File: src/design/lprd_pkg.sv
// Package for the length-prefixed row deframer.
// Holds the word types of both channels, the configuration type and register indexes.
// Used by lprd_parser and length_prefixed_row_deframer; depends on nothing.
package lprd_pkg;

    localparam int ROW_COUNT_WIDTH_DEFAULT = 32;

    localparam int CFG_INDEX_WIDTH = 2;
    localparam int CFG_DATA_WIDTH  = 8;

    localparam logic [CFG_INDEX_WIDTH-1:0] CFG_PREFIX_SIZE_LOG2  = 2'd0;
    localparam logic [CFG_INDEX_WIDTH-1:0] CFG_PREFIX_BIG_ENDIAN = 2'd1;
    localparam logic [CFG_INDEX_WIDTH-1:0] CFG_ITEM_SIZE         = 2'd2;

    localparam logic [1:0] PREFIX_SIZE_LOG2_RESET  = 2'd2;
    localparam logic       PREFIX_BIG_ENDIAN_RESET = 1'b0;
    localparam logic [7:0] ITEM_SIZE_RESET         = 8'd1;

    typedef struct packed {
        logic [7:0] data_byte;
        logic       last_byte;
    } in_word_t;

    typedef struct packed {
        logic [7:0]  payload_byte;
        logic        is_payload;
        logic [31:0] row_index;
        logic        row_end;
        logic        done_res;
        logic [31:0] row_count;
        logic        corrupt;
    } out_word_t;

    typedef struct packed {
        logic [1:0] prefix_size_log2;
        logic       prefix_big_endian;
        logic [7:0] item_size;
    } cfg_t;

endpackage

File: src/design/lprd_parser.sv
// Per-byte parsing state and next-state logic of the row deframer.
// Tracks prefix bytes, row length, remaining payload bytes and the row counter.
// Depends on lprd_pkg.
module lprd_parser #(
    parameter int ROW_COUNT_WIDTH = lprd_pkg::ROW_COUNT_WIDTH_DEFAULT
) (
    input  logic                clk,
    input  logic                rst_n,
    input  logic                step,
    input  lprd_pkg::cfg_t      cfg,
    input  lprd_pkg::in_word_t  word,
    output lprd_pkg::out_word_t result
);

    logic                       in_payload_reg;
    logic                       in_payload_next;
    logic [2:0]                 seen_reg;
    logic [2:0]                 seen_next;
    logic [63:0]                acc_reg;
    logic [63:0]                acc_next;
    logic [63:0]                remaining_reg;
    logic [63:0]                remaining_next;
    logic [ROW_COUNT_WIDTH-1:0] rows_reg;
    logic [ROW_COUNT_WIDTH-1:0] rows_next;

    logic [3:0]                 seen_inc;
    logic [3:0]                 need;
    logic [63:0]                acc_upd;
    logic [71:0]                product;
    logic [63:0]                total;
    logic                       total_zero;
    logic [63:0]                remaining_dec;
    logic                       row_done;
    logic [ROW_COUNT_WIDTH-1:0] rows_inc;
    logic [63:0]                rows_before_ext;
    logic [63:0]                rows_after_ext;

    always_comb
    begin
        seen_inc = {1'b0, seen_reg} + 4'd1;
        need     = 4'd1 << cfg.prefix_size_log2;
        if (cfg.prefix_big_endian)
        begin
            acc_upd = {acc_reg[55:0], word.data_byte};
        end
        else
        begin
            acc_upd = acc_reg | (64'(word.data_byte) << {seen_reg, 3'b000});
        end
        product    = {8'd0, acc_upd} * {64'd0, cfg.item_size};
        total      = (product[71:64] != 8'd0) ? {64{1'b1}} : product[63:0];
        total_zero = (acc_upd == 64'd0) || (cfg.item_size == 8'd0);
        remaining_dec = (remaining_reg != 64'd0) ? remaining_reg - 64'd1 : 64'd0;
        rows_inc = (rows_reg != {ROW_COUNT_WIDTH{1'b1}})
                   ? rows_reg + ROW_COUNT_WIDTH'(1) : rows_reg;

        in_payload_next = in_payload_reg;
        seen_next       = seen_reg;
        acc_next        = acc_reg;
        remaining_next  = remaining_reg;
        row_done        = 1'b0;

        if (!in_payload_reg)
        begin
            if (seen_inc >= need)
            begin
                seen_next = 3'd0;
                acc_next  = 64'd0;
                if (total_zero)
                begin
                    row_done = 1'b1;
                end
                else
                begin
                    in_payload_next = 1'b1;
                    remaining_next  = total;
                end
            end
            else
            begin
                seen_next = seen_inc[2:0];
                acc_next  = acc_upd;
            end
        end
        else
        begin
            remaining_next = remaining_dec;
            if (remaining_dec == 64'd0)
            begin
                row_done        = 1'b1;
                in_payload_next = 1'b0;
            end
        end

        rows_next = row_done ? rows_inc : rows_reg;

        rows_before_ext = 64'(rows_reg);
        rows_after_ext  = 64'(rows_next);

        result.payload_byte = word.data_byte;
        result.is_payload   = in_payload_reg;
        result.row_index    = rows_before_ext[31:0];
        result.row_end      = row_done;
        result.done_res     = word.last_byte;
        result.row_count    = word.last_byte ? rows_after_ext[31:0] : 32'd0;
        result.corrupt      = word.last_byte && (in_payload_next || (seen_next != 3'd0));

        if (word.last_byte)
        begin
            in_payload_next = 1'b0;
            seen_next       = 3'd0;
            acc_next        = 64'd0;
            remaining_next  = 64'd0;
            rows_next       = '0;
        end
    end

    always_ff @(posedge clk or negedge rst_n)
    begin
        if (!rst_n)
        begin
            in_payload_reg <= 1'b0;
            seen_reg       <= 3'd0;
            acc_reg        <= 64'd0;
            remaining_reg  <= 64'd0;
            rows_reg       <= '0;
        end
        else if (step)
        begin
            in_payload_reg <= in_payload_next;
            seen_reg       <= seen_next;
            acc_reg        <= acc_next;
            remaining_reg  <= remaining_next;
            rows_reg       <= rows_next;
        end
    end

endmodule

File: src/design/length_prefixed_row_deframer.sv
// Top level of the length-prefixed row deframer: handshake stages and configuration.
// Bytes pass input register, parser, result register; throughput is one byte per cycle while
// result_ready is high, set by the single pass through the parser between the two registers.
// Reset clears all parsing state and the row counter and restores the configuration
// to a 4-byte little-endian prefix with an item size of 1.
// Depends on lprd_pkg and lprd_parser.
module length_prefixed_row_deframer #(
    parameter int ROW_COUNT_WIDTH = lprd_pkg::ROW_COUNT_WIDTH_DEFAULT
) (
    input  logic                                  clk,
    input  logic                                  rst_n,
    input  logic                                  cfg_wen,
    input  logic [lprd_pkg::CFG_INDEX_WIDTH-1:0]  cfg_index,
    input  logic [lprd_pkg::CFG_DATA_WIDTH-1:0]   cfg_data,
    input  logic                                  data_valid,
    output logic                                  data_ready,
    input  lprd_pkg::in_word_t                    data_word,
    output logic                                  result_valid,
    input  logic                                  result_ready,
    output lprd_pkg::out_word_t                   result_word
);

    lprd_pkg::cfg_t      cfg_reg;
    lprd_pkg::in_word_t  in_word_reg;
    logic                in_valid_reg;
    lprd_pkg::out_word_t out_word_reg;
    logic                out_valid_reg;
    lprd_pkg::out_word_t parsed;
    logic                advance;

    assign advance    = in_valid_reg && (!out_valid_reg || result_ready);
    assign data_ready = !in_valid_reg || advance;

    always_ff @(posedge clk or negedge rst_n)
    begin
        if (!rst_n)
        begin
            cfg_reg.prefix_size_log2  <= lprd_pkg::PREFIX_SIZE_LOG2_RESET;
            cfg_reg.prefix_big_endian <= lprd_pkg::PREFIX_BIG_ENDIAN_RESET;
            cfg_reg.item_size         <= lprd_pkg::ITEM_SIZE_RESET;
        end
        else if (cfg_wen)
        begin
            case (cfg_index)
                lprd_pkg::CFG_PREFIX_SIZE_LOG2:  cfg_reg.prefix_size_log2  <= cfg_data[1:0];
                lprd_pkg::CFG_PREFIX_BIG_ENDIAN: cfg_reg.prefix_big_endian <= cfg_data[0];
                lprd_pkg::CFG_ITEM_SIZE:         cfg_reg.item_size         <= cfg_data[7:0];
                default:                         cfg_reg                   <= cfg_reg;
            endcase
        end
    end

    always_ff @(posedge clk or negedge rst_n)
    begin
        if (!rst_n)
        begin
            in_valid_reg  <= 1'b0;
            out_valid_reg <= 1'b0;
        end
        else
        begin
            if (data_ready)
            begin
                in_valid_reg <= data_valid;
            end
            if (advance)
            begin
                out_valid_reg <= 1'b1;
            end
            else if (result_ready)
            begin
                out_valid_reg <= 1'b0;
            end
        end
    end

    always_ff @(posedge clk)
    begin
        if (data_valid && data_ready)
        begin
            in_word_reg <= data_word;
        end
        if (advance)
        begin
            out_word_reg <= parsed;
        end
    end

    lprd_parser #(
        .ROW_COUNT_WIDTH (ROW_COUNT_WIDTH)
    ) u_parser (
        .clk    (clk),
        .rst_n  (rst_n),
        .step   (advance),
        .cfg    (cfg_reg),
        .word   (in_word_reg),
        .result (parsed)
    );

    assign result_valid = out_valid_reg;
    assign result_word  = out_word_reg;

    // A corrupt flag or a row count is only meaningful on the final byte of a buffer.
    a_corrupt_only_when_done: assert property (@(posedge clk) disable iff (!rst_n)
        result_valid && result_word.corrupt |-> result_word.done_res)
        else $error("corrupt reported on a word that does not end the buffer");

    a_count_zero_unless_done: assert property (@(posedge clk) disable iff (!rst_n)
        result_valid && !result_word.done_res |-> result_word.row_count == 32'd0)
        else $error("row count nonzero on a word that does not end the buffer");

    // An empty input stage must always be able to take a word.
    a_empty_stage_ready: assert property (@(posedge clk) disable iff (!rst_n)
        !in_valid_reg |-> data_ready)
        else $error("input stage empty but not ready");

    // A parsed word moves into the result register in the cycle it leaves the input stage.
    a_advance_fills_output: assert property (@(posedge clk) disable iff (!rst_n)
        advance |=> result_valid)
        else $error("result register empty after an advance");

endmodule
File: config.mk
export PLATFORM = sky130hd
export DESIGN_NAME = length_prefixed_row_deframer
export DESIGN_NICKNAME = d
export VERILOG_FILES = /design/src/design/lprd_pkg.sv /design/src/design/lprd_parser.sv /design/src/design/length_prefixed_row_deframer.sv
export SDC_FILE = /design/constraint.sdc
export NUM_CORES = 2
export LEC_CHECK = 0
export BUFFER_PORTS_ARGS = -buffer_cell sky130_fd_sc_hd__clkbuf_2
export CORE_UTILIZATION = 59
export DETAILED_ROUTE_END_ITERATION = 7
export GPL_TIMING_DRIVEN = 0
export PLACE_DENSITY = 0.76
export SLEW_MARGIN = 20
export SYNTH_ARGS = -nofsm -noshare
export SYNTH_HDL_FRONTEND = slang
export SYNTH_SLANG_ARGS = --single-unit
File: constraint.sdc
create_clock -name clk -period 8.6 [get_ports clk]
set_clock_uncertainty 0.15 [all_clocks]
set_input_delay 0.43 -clock clk [delete_from_list [all_inputs] [get_ports clk]]
set_output_delay 0.43 -clock clk [all_outputs]
set_load 0.05 [all_outputs]
==> results <==
- The cell sitting at the root of the clock tree is a sky130_fd_sc_hd__clkbuf_16.
- The worst hold path belongs to the class primary input to register.
- The routed wire length is about 100000 µm.
- The number of detailed-routing iterations run before antenna repair is 5.
- The post-synthesis register bit count is about 260.
- The global-route congestion overflow total is 0.
- In this run, distinct cell masters in the synthesized netlist total a little under 80.
- The overall die width is roughly 230 µm.
- The via count of the first global-routing pass is roughly 28000.
- The maximum frequency from static timing analysis is roughly 120 MHz.
- Data on the critical path arrives at its endpoint at a little under 9 ns.
- The global placement routability congestion is 1.01.
- The flow ran to the end, and the final reports show no timing, DRC or antenna violations.
- The tightest slew margin relative to the limit is between 10% and 20%.
- The top-level I/O count is 102.
- The final setup violation count is 0.
- For this design, the sink count on the clock tree is ~260.
- The post-route netlist has under 10% of its cells at a drive strength greater than 1.
- For this block, the initial DRC count from the detailed router was ~2900.
- The gate count after technology mapping is 3551.
- TritonCTS built the clock tree.
- The max-slew violation count is 0.
- Of the available clock period, the critical path in the final layout requires 98.5%.
- Compared with the post-synthesis result, the final layout area differs by 11.2%.
- The maximum count of clock buffers along a single path is 3.
- The total count of hold-check failures in the final report is 0.
- At the end of the flow, the number of nets in the layout was around 4200.
- The aggregate global-route resource usage is 39.5%.
- The finished cells cover 34800 µm².
- For the worst setup path, the data required time is 8.94 ns.
- The synthesis warning total is 0.
- Summing over every cut layer, the via total after detailed routing is about 29000.
- The average size of a mapped cell is between 8 and 9 µm².
- The area of the die is between 50000 and 60000 µm².
- The row count is 84.
- Buffers placed on the I/O ports in this run total 101.
- The clock reaches the later pin of the worst-skew pair after around 0.63 ns.
- The aggregate negative setup slack is 0 ns.
- The worst setup path is launched from a register.
- Summing the sequential cell areas from Yosys gives between 20 and 25% of the chip area.
- The maximum number of pins on one net before global-route repair is between 80 and 90.
- The number of buffers created by CTS is 30.
- Among all stages on the critical path, the largest delay is contributed by sky130_fd_sc_hd__a2bb2oi_1.
- The first-pass GRT wire length is around 160000 µm.
- The number of flip-flops under the largest register name is 76.
- The residual antenna-violating net count after detailed routing is 0.
- The worst setup path is of the register to register kind.
- After layout, the minimum clock period comes to 8.47 ns.
- The worst setup path is captured at a register.
- The DRC violation count after routing is 0.
- After synthesis, the share of flip-flops with an asynchronous set or reset is 67.6%.
- The largest single stage delay on the critical path is between 0.9 and 1 ns.
- CTS built an H-tree with a depth of 1.
- The placed instances occupy a cell area of roughly 33000 µm².
- The net count after synthesis is a little over 4000.
- The signal on the critical path passes through nand4bb_1 > a2bb2oi_1 > and2_1 > fa_1 > fa_1 > fa_1 > inv_1 > fa_1 > inv_1 > ha_1 > clkbuf_1 > a21oi_1 > o21ai_0 > a21oi_1 > o221ai_1 > o21ai_0 > o211ai_1 > or3_1 > a2111oi_4 > o2111ai_2 > buf_4 > clkbuf_2 > or4_1 > a32o_1.
- In this run the cell area of the synthesized design comes to approximately 31000 µm².
- The height of the die is 232 µm.
- Counting flops with a built-in enable in the synthesized netlist gives 85.
- Using the TritonRoute via totals, the vias-per-cell ratio works out to approximately 6.5.
- Detailed placement ended at an HPWL of between 80000 and 90000 µm.
- Along the worst path, the maximum fanout reaches 10.
- The initial antenna violation count came to 2.
- The max-cap violation count is 0.
- Among all flip-flop cells after synthesis, the most frequent one is sky130_fd_sc_hd__dfrtp_1.
- The worst setup slack before clock tree synthesis is -2.46 ns.
- At the pin with the least slew margin, the transition time is 1.20 ns.
- The register clock-pin slew on the reported worst setup and hold paths is 0.07 ns.
- The most prevalent standard cell on the critical path is sky130_fd_sc_hd__fa_1.
- The worst slack on hold paths is 0.0566 ns.
- Setup slack on the critical path of the routed design comes to 0.126 ns.
- The standard cell core area is between 50000 and 60000 µm².
- The post-detailed-route wirelength per cell is roughly 23 µm.
- The initial core utilization is 59.6%.
-- synthesized netlist by cell type (22+ instances only) --
cell | instances | area (µm²)
sky130_fd_sc_hd__or4_1 | 24 | 180
sky130_fd_sc_hd__nand2b_1 | 47 | 294
sky130_fd_sc_hd__o31ai_1 | 22 | 165
sky130_fd_sc_hd__nand4_1 | 61 | 382
sky130_fd_sc_hd__clkbuf_1 | 195 | 732
sky130_fd_sc_hd__nor3_1 | 64 | 320
sky130_fd_sc_hd__o21ai_0 | 228 | 1140
sky130_fd_sc_hd__fa_1 | 372 | 7450
sky130_fd_sc_hd__ha_1 | 100 | 1250
sky130_fd_sc_hd__nand2_1 | 315 | 1180
sky130_fd_sc_hd__nor2b_1 | 154 | 963
sky130_fd_sc_hd__nor4_1 | 51 | 319
sky130_fd_sc_hd__or3_1 | 34 | 213
sky130_fd_sc_hd__a21oi_1 | 197 | 986
sky130_fd_sc_hd__edfxtp_1 | 85 | 2550
sky130_fd_sc_hd__dfrtp_1 | 175 | 4380
sky130_fd_sc_hd__a21o_1 | 30 | 225
sky130_fd_sc_hd__a22o_1 | 56 | 490
sky130_fd_sc_hd__a32oi_1 | 47 | 412
sky130_fd_sc_hd__xor2_1 | 51 | 447
sky130_fd_sc_hd__and2_1 | 310 | 1940
sky130_fd_sc_hd__xnor2_1 | 79 | 692
sky130_fd_sc_hd__nor2_1 | 153 | 574
sky130_fd_sc_hd__nand3_1 | 51 | 255
sky130_fd_sc_hd__a31oi_1 | 24 | 150
sky130_fd_sc_hd__a211oi_1 | 24 | 180
sky130_fd_sc_hd__inv_1 | 347 | 1300
-- cell usage in the layout (no fill, tap or decap), types with 22 or more instances in the layout --
cell type	n
sky130_fd_sc_hd__dfrtp_1	173
sky130_fd_sc_hd__clkbuf_1	177
sky130_fd_sc_hd__buf_4	31
sky130_fd_sc_hd__nor4_1	50
sky130_fd_sc_hd__fa_1	372
sky130_fd_sc_hd__a31oi_1	24
sky130_fd_sc_hd__o21ai_0	224
sky130_fd_sc_hd__nand4_1	61
sky130_fd_sc_hd__edfxtp_1	85
sky130_fd_sc_hd__a32oi_1	47
sky130_fd_sc_hd__nor3_1	61
sky130_fd_sc_hd__xor2_1	51
sky130_fd_sc_hd__nand2b_1	47
sky130_fd_sc_hd__nor2b_1	151
sky130_fd_sc_hd__clkbuf_16	31
sky130_fd_sc_hd__a21oi_1	161
sky130_fd_sc_hd__xnor2_1	79
sky130_fd_sc_hd__and2_1	310
sky130_fd_sc_hd__or4_1	24
sky130_fd_sc_hd__nand3_1	51
sky130_fd_sc_hd__ha_1	100
sky130_fd_sc_hd__dlygate4sd3_1	22
sky130_fd_sc_hd__inv_1	347
sky130_fd_sc_hd__nand2_1	315
sky130_fd_sc_hd__nor2_1	150
sky130_fd_sc_hd__a22o_1	50
sky130_fd_sc_hd__or3_1	34
sky130_fd_sc_hd__a21oi_4	22
sky130_fd_sc_hd__a21o_1	30
sky130_fd_sc_hd__clkbuf_2	109
-- worst max-delay path, delay by kind of cell, from the launching register on --
| kind | cells | cell delay [ns] |
|---|---|---|
| AO/OA/AOI/OAI | 10 | 3.13 |
| adder cells (fa/ha/maj) | 5 | 2.23 |
| buffers and inverters | 5 | 0.69 |
| flip-flops | 1 | 0.70 |
| AND/OR/NAND/NOR | 4 | 1.44 |
-- final cells by class --
class	count	area [µm²]
multi-input cells	2723	22700
fillers	4386	17700
flip-flops and latches	262	6990
inverters	348	1310
repair buffers	153	1000
plain buffers	206	877
well taps	688	861
clock buffers	44	845
clock inverters	12	150
diodes	3	7.51
-- kinds of logic (layout without fill, tap and decap cells) --
family / after synthesis / in the layout / share of synthesized area (%)
AND/OR/NAND/NOR: 1336 / 1336 / 23.1
AO/OA/AOI/OAI: 762 / 763 / 15.5
buffers and inverters: 567 / 763 / 6.85
adder cells (fa/ha/maj): 472 / 472 / 27.8
flip-flops: 262 / 262 / 22.3
XOR/XNOR: 130 / 130 / 3.64
multiplexers: 22 / 22 / 0.748
other: 0 / 3 / 0
-- per-stage QoR --
step | instances | utilization, %
2_1_floorplan | 3551 | -
3_3_place_gp | 4340 | 62.2
3_5_place_dp | 4343 | 62.4
4_1_cts | 4428 | 65.6
5_1_grt | 4436 | 66.3
6_report | 4439 | 66.3
-- metal layers --
layer	wire length [µm]	up-vias	GRT usage (%)
li1	-	12444	-
met3	12400	334	9.44
met4	5700	0	18.6
met1	39600	14296	52.6
met5	0	-	0
met2	46600	1775	60.6
-- what timing repair did --
action	4_1_cts	5_1_grt
endpoints found under the hold margin	113	0
cloned	0	1
buffers inserted	12	15
setup endpoints to repair	64	64
hold buffers	22	0
pin swaps	4	6
gates resized for setup	98	75
-- final timing paths --
path                                                    to      startpoint  slack [ns]  depth (start not counted)
min in group asynchronous       u_parser.remaining_reg[12]           rst_n        0.15                          2
worst min register to register             result_word[33]  in_word_reg[0]        0.30                          0
worst min-delay path                           cfg_reg[10]    cfg_index[0]        0.06                          3
worst max register to register  u_parser.remaining_reg[59]  in_word_reg[1]        0.13                         24
worst max-delay path            u_parser.remaining_reg[59]  in_word_reg[1]        0.13                         24
max in group asynchronous             u_parser.acc_reg[42]           rst_n        7.02                          4
Power is left out: the tool's default activity adds up to more than one toggle a clock period on the data nets, which glitch-free logic cannot reach.
